File: config.mk
export PLATFORM = sky130hd
export DESIGN_NAME = sprd_fifo
export DESIGN_NICKNAME = d
export VERILOG_FILES = /design/src/rtl/core/sprd_pkg.sv /design/src/rtl/core/sprd_fifo.sv
export SDC_FILE = /design/constraint.sdc
export NUM_CORES = 1
export LEC_CHECK = 0
export BUFFER_PORTS_ARGS = -buffer_cell sky130_fd_sc_hd__buf_2
export CORE_UTILIZATION = 45
export DETAILED_ROUTE_END_ITERATION = 12
export PLACE_DENSITY = 0.73
export SLEW_MARGIN = 20
export SYNTH_ARGS = -nofsm -noshare
export SYNTH_HDL_FRONTEND = slang
export SYNTH_SLANG_ARGS = --single-unit
File: constraint.sdc
create_clock -name clk -period 1.55 [get_ports clk]
set_clock_uncertainty 0.1 [all_clocks]
set_input_delay 0.31 -clock clk [delete_from_list [all_inputs] [get_ports clk]]
set_output_delay 0.31 -clock clk [all_outputs]
set_load 0.05 [all_outputs]
File: src/rtl/core/sprd_pkg.sv
// ----------------------------------------------------------------------------
// sprd_pkg
// shared types and constants of the sector pattern repeat decoder
// ----------------------------------------------------------------------------
package sprd_pkg;

	localparam int PatternDepth = 512;
	localparam int PatAw        = $clog2(PatternDepth);
	localparam int MaxOutput    = 8192;
	localparam int CntW         = $clog2(MaxOutput + 2);

	localparam logic [1:0] METH_RAW  = 2'd0;
	localparam logic [1:0] METH_PAT  = 2'd1;
	localparam logic [1:0] METH_RUN  = 2'd2;
	localparam logic [1:0] METH_UNK  = 2'd3;

	localparam logic [1:0] ST_OK     = 2'd0;
	localparam logic [1:0] ST_BAD    = 2'd1;
	localparam logic [1:0] ST_SIZE   = 2'd2;
	localparam logic [1:0] ST_PUSHRP = 2'd3;

	localparam logic OP_PUSH = 1'b0;
	localparam logic OP_TICK = 1'b1;

	typedef struct packed {
		logic       operation;
		logic [7:0] in_byte;
		logic       sector_start;
		logic       sector_end;
		logic [1:0] method;
		logic [2:0] size_code;
	} in_word_t;

	typedef struct packed {
		logic       byte_valid;
		logic [7:0] out_byte;
		logic       sector_done;
		logic [1:0] status;
	} out_word_t;

endpackage

File: src/rtl/core/sprd_fifo.sv
// ----------------------------------------------------------------------------
// sprd_fifo
// two-entry word queue between front and back
// ----------------------------------------------------------------------------
module sprd_fifo (
	input  logic               clk,
	input  logic               arst_n,
	input  logic               push,
	input  sprd_pkg::in_word_t wdata,
	output logic               full,
	input  logic               pop,
	output logic               nonempty,
	output sprd_pkg::in_word_t rdata
);
	import sprd_pkg::*;

	in_word_t   mem_q [2];
	logic       wp_q, rp_q;
	logic [1:0] cnt_q;

	assign full     = cnt_q[1];
	assign nonempty = cnt_q != 2'd0;
	assign rdata    = mem_q[rp_q];

	always_ff @(posedge clk) begin
		if (push) mem_q[wp_q] <= wdata;
	end

	always_ff @(posedge clk or negedge arst_n) begin
		if (!arst_n) begin
			wp_q  <= 1'b0;
			rp_q  <= 1'b0;
			cnt_q <= 2'd0;
		end else begin
			if (push) wp_q <= ~wp_q;
			if (pop) rp_q <= ~rp_q;
			cnt_q <= cnt_q + {1'b0, push} - {1'b0, pop};
		end
	end
endmodule

==> flow_metrics.env <==
export IMPL_worstMarginPinSlew_ps=249
export IMPL_dp_final_hpwl_mm=1.39
export IMPL_postRouteWirelength_mm=2.12
export IMPL_post_synth_num_cell_types=13
export IMPL_design_core_area_um2=2850
export IMPL_worstSetupStartpointType="register"
export IMPL_relSlewSlack=0.835
export IMPL_layout_area_overhead_vs_synth_pct=37.4
export IMPL_final_net_count=137
export IMPL_main_combinational_cell_family_by_area_after_synthesis="multiplexers"
export IMPL_cap_violations=0
export IMPL_fp_dieH_um=57.8
export IMPL_cellPowerDensity_nw_per_um2=2160
export IMPL_synth_sequential_area_ratio=0.758
export IMPL_drt_first_iter_violations=29
export IMPL_clock_latency_ps=320
export IMPL_timing_critical_path_to_type="output pin"
export IMPL_critical_path_class="register to output pin"
export IMPL_cts_htree_levels=2
export IMPL_cts_sink_count=36
export IMPL_antenna_violating_nets_post_route=0
export IMPL_failing_checks="DRC, setup timing"
export IMPL_wl_per_cell_um=14.4
export IMPL_finalWeightedCongestion=0.573
export IMPL_yosys_area_share_simple=0.0134
export IMPL_kind_of_path_behind_the_tightest_hold_check="input port to register"
export IMPL_boundaryPins=38
export IMPL_final_min_period_over_clock_period=1.17
export IMPL_clockRootBuffer="clkbuf_4"
export IMPL_floorplan_rows=19
export IMPL_synth_compound_area_frac=0
export IMPL_start_util=0.490
export IMPL_drive_above_1_share=0.621
export IMPL_vias=723
export IMPL_mux_cell_area_share_after_synthesis=0.153
export IMPL_cp_max_fo=8
export IMPL_postSynthRegisterBits=36
export IMPL_preCtsSetupSlack_ps=49.5
export IMPL_post_route_min_period_ps=1820
export IMPL_synth_adder_area_share=0.0179
export IMPL_setup_tns_final_ps=-3980
export IMPL_gr_ovfl_total=0
export IMPL_yosys_warnings=0
export IMPL_grt_antenna_before_repair=0
export IMPL_avgViaCountPerCell=4.92
export IMPL_cts_tree="yes"
export IMPL_post_layout_utilization_of_the_core=0.674
export IMPL_required_ps=1140
export IMPL_outcome="complete, but fails checks"
export IMPL_path_clk_slew_ps=110
export IMPL_fin_max_slew_vios=0
export IMPL_most_common_layout_cells="edfxtp_1, buf_2, mux2_4, buf_6, buf_8"
export IMPL_largest_net_degree_at_the_start_of_global_routing=13
export IMPL_drt_pass1_iterations=9
export IMPL_grt_first_pass_wirelength_mm=3.31
export IMPL_synth_net_count=86
export IMPL_rsz0062_at_grt="true"
export IMPL_cts_inserted_buffers=5
export IMPL_grt_pass1_vias=716
export IMPL_netlist_area_um2=1400
export IMPL_antenna_cells=0
export IMPL_post_synth_inst_count=64
export IMPL_setup_violations_final=17
export IMPL_syn_mean_instance_area_um2=21.9
export IMPL_setup_slack_after_layout_ps=-270
export IMPL_placement_io_buffers=37
export IMPL_grt_total_usage=0.145
export IMPL_finalHoldViolations=0
export IMPL_worstPathArrival_ps=1410
export IMPL_fp_dieArea_um2=3340
export IMPL_total_leakage_power_nw=0.818
export IMPL_drc=2
export IMPL_synth_xor_area_frac=0.0295
export IMPL_clock_fmax_ghz=0.550
export IMPL_cts_root_to_sink_buffers=2
export IMPL_vdd_ir_drop_max_mv=1.14
export IMPL_leading_cell_type_in_the_layout_fill_and_taps_excluded="edfxtp_1"
export IMPL_die_w_um=57.8
[power by group]
group | internal (mW) | switching [mW] | total, mW
Clock | 0.336 | 0.296 | 0.633
Combinational | 0.968 | 1.16 | 2.13
Sequential | 1.30 | 0.0908 | 1.39
[kinds of logic after synthesis]
logic type                 after synthesis
adders and majority gates                2
muxes                                   16
DFF                                     36
xor gates and xnor gates                 3
and+or+nand+nor                          3
buffers and inverters                    4
[flip-flops by register name (all words and copies together) (netlist names)]
register,cells
cnt_q,2
mem_q,32
wp_q,1
rp_q,1
[final timing paths]
| check | from | end | depth (start not counted) | slack (ps) |
|---|---|---|---|---|
| worst min register to register | wp_q | wp_q | 1 | 420 |
| max in group asynchronous | arst_n | rp_q | 2 | 1010 |
| min in group asynchronous | arst_n | cnt_q[1] | 2 | 200 |
| worst min-delay path | wdata[13] | mem_q[1][13] | 1 | 60 |
| worst max register to register | cnt_q[0] | cnt_q[1] | 5 | 280 |
| worst max-delay path | rp_q | rdata[5] | 3 | -270 |
[synth_stat cells]
master / instances / share of area
and2_1: 1 / 0.0045
mux2_2: 7 / 0.056
buf_6: 1 / 0.0080
buf_12: 1 / 0.014
xor3_1: 1 / 0.017
xor2_1: 2 / 0.013
mux2_4: 9 / 0.097
ha_1: 2 / 0.018
or2_2: 1 / 0.0045
dfrtp_1: 4 / 0.072
nor2b_1: 1 / 0.0045
edfxtp_1: 32 / 0.69
inv_1: 2 / 0.0054
[routing by layer]
metal / routed length, um / vias up / track usage
met4: 30 / 0 / 0.0612
li1: - / 343 / -
met3: 136 / 4 / 0.0759
met2: 1110 / 28 / 0.231
met1: 844 / 348 / 0.165
met5: 0 / - / 0
[what timing repair did]
item                                    in CTS  in global routing
endpoints found under the setup margin      17                 17
gates resized for setup                     53                  2
setup buffers                                1                  0
gates cloned                                 1                  0
hold buffers                                 1                  0
endpoints found under the hold margin        4                  0
[metrics by stage]
stage / std cells / cell area [um^2] / power, mW / hold slack, ps
global placement: 136 / 1640 / 3.02 / 18.6
global route: 147 / 1920 / 4.34 / 29.1
finish: 147 / 1920 / 4.16 / 63.0
CTS: 147 / 1920 / 4.18 / 42.8
floorplan: 64 / 1400 / 2.76 / -85.6
detailed placement: 136 / 1640 / 3.05 / 23.0
[worst max-delay path, stage by stage, from the launching register on]
cell and delay, ps:
dfrtp_2 450, buf_6 160, mux2_4 310, buf_8 150
[cell type report]
type | instances | area, um^2
clock buffers | 5 | 37.5
clock inverters | 3 | 42.5
fillers | 203 | 931
inverters | 2 | 7.51
multi-input cells | 24 | 330
flip-flops and latches | 36 | 1060
well taps | 31 | 38.8
repair buffers | 46 | 403
Note: power is estimated with default switching activity, not from simulation.
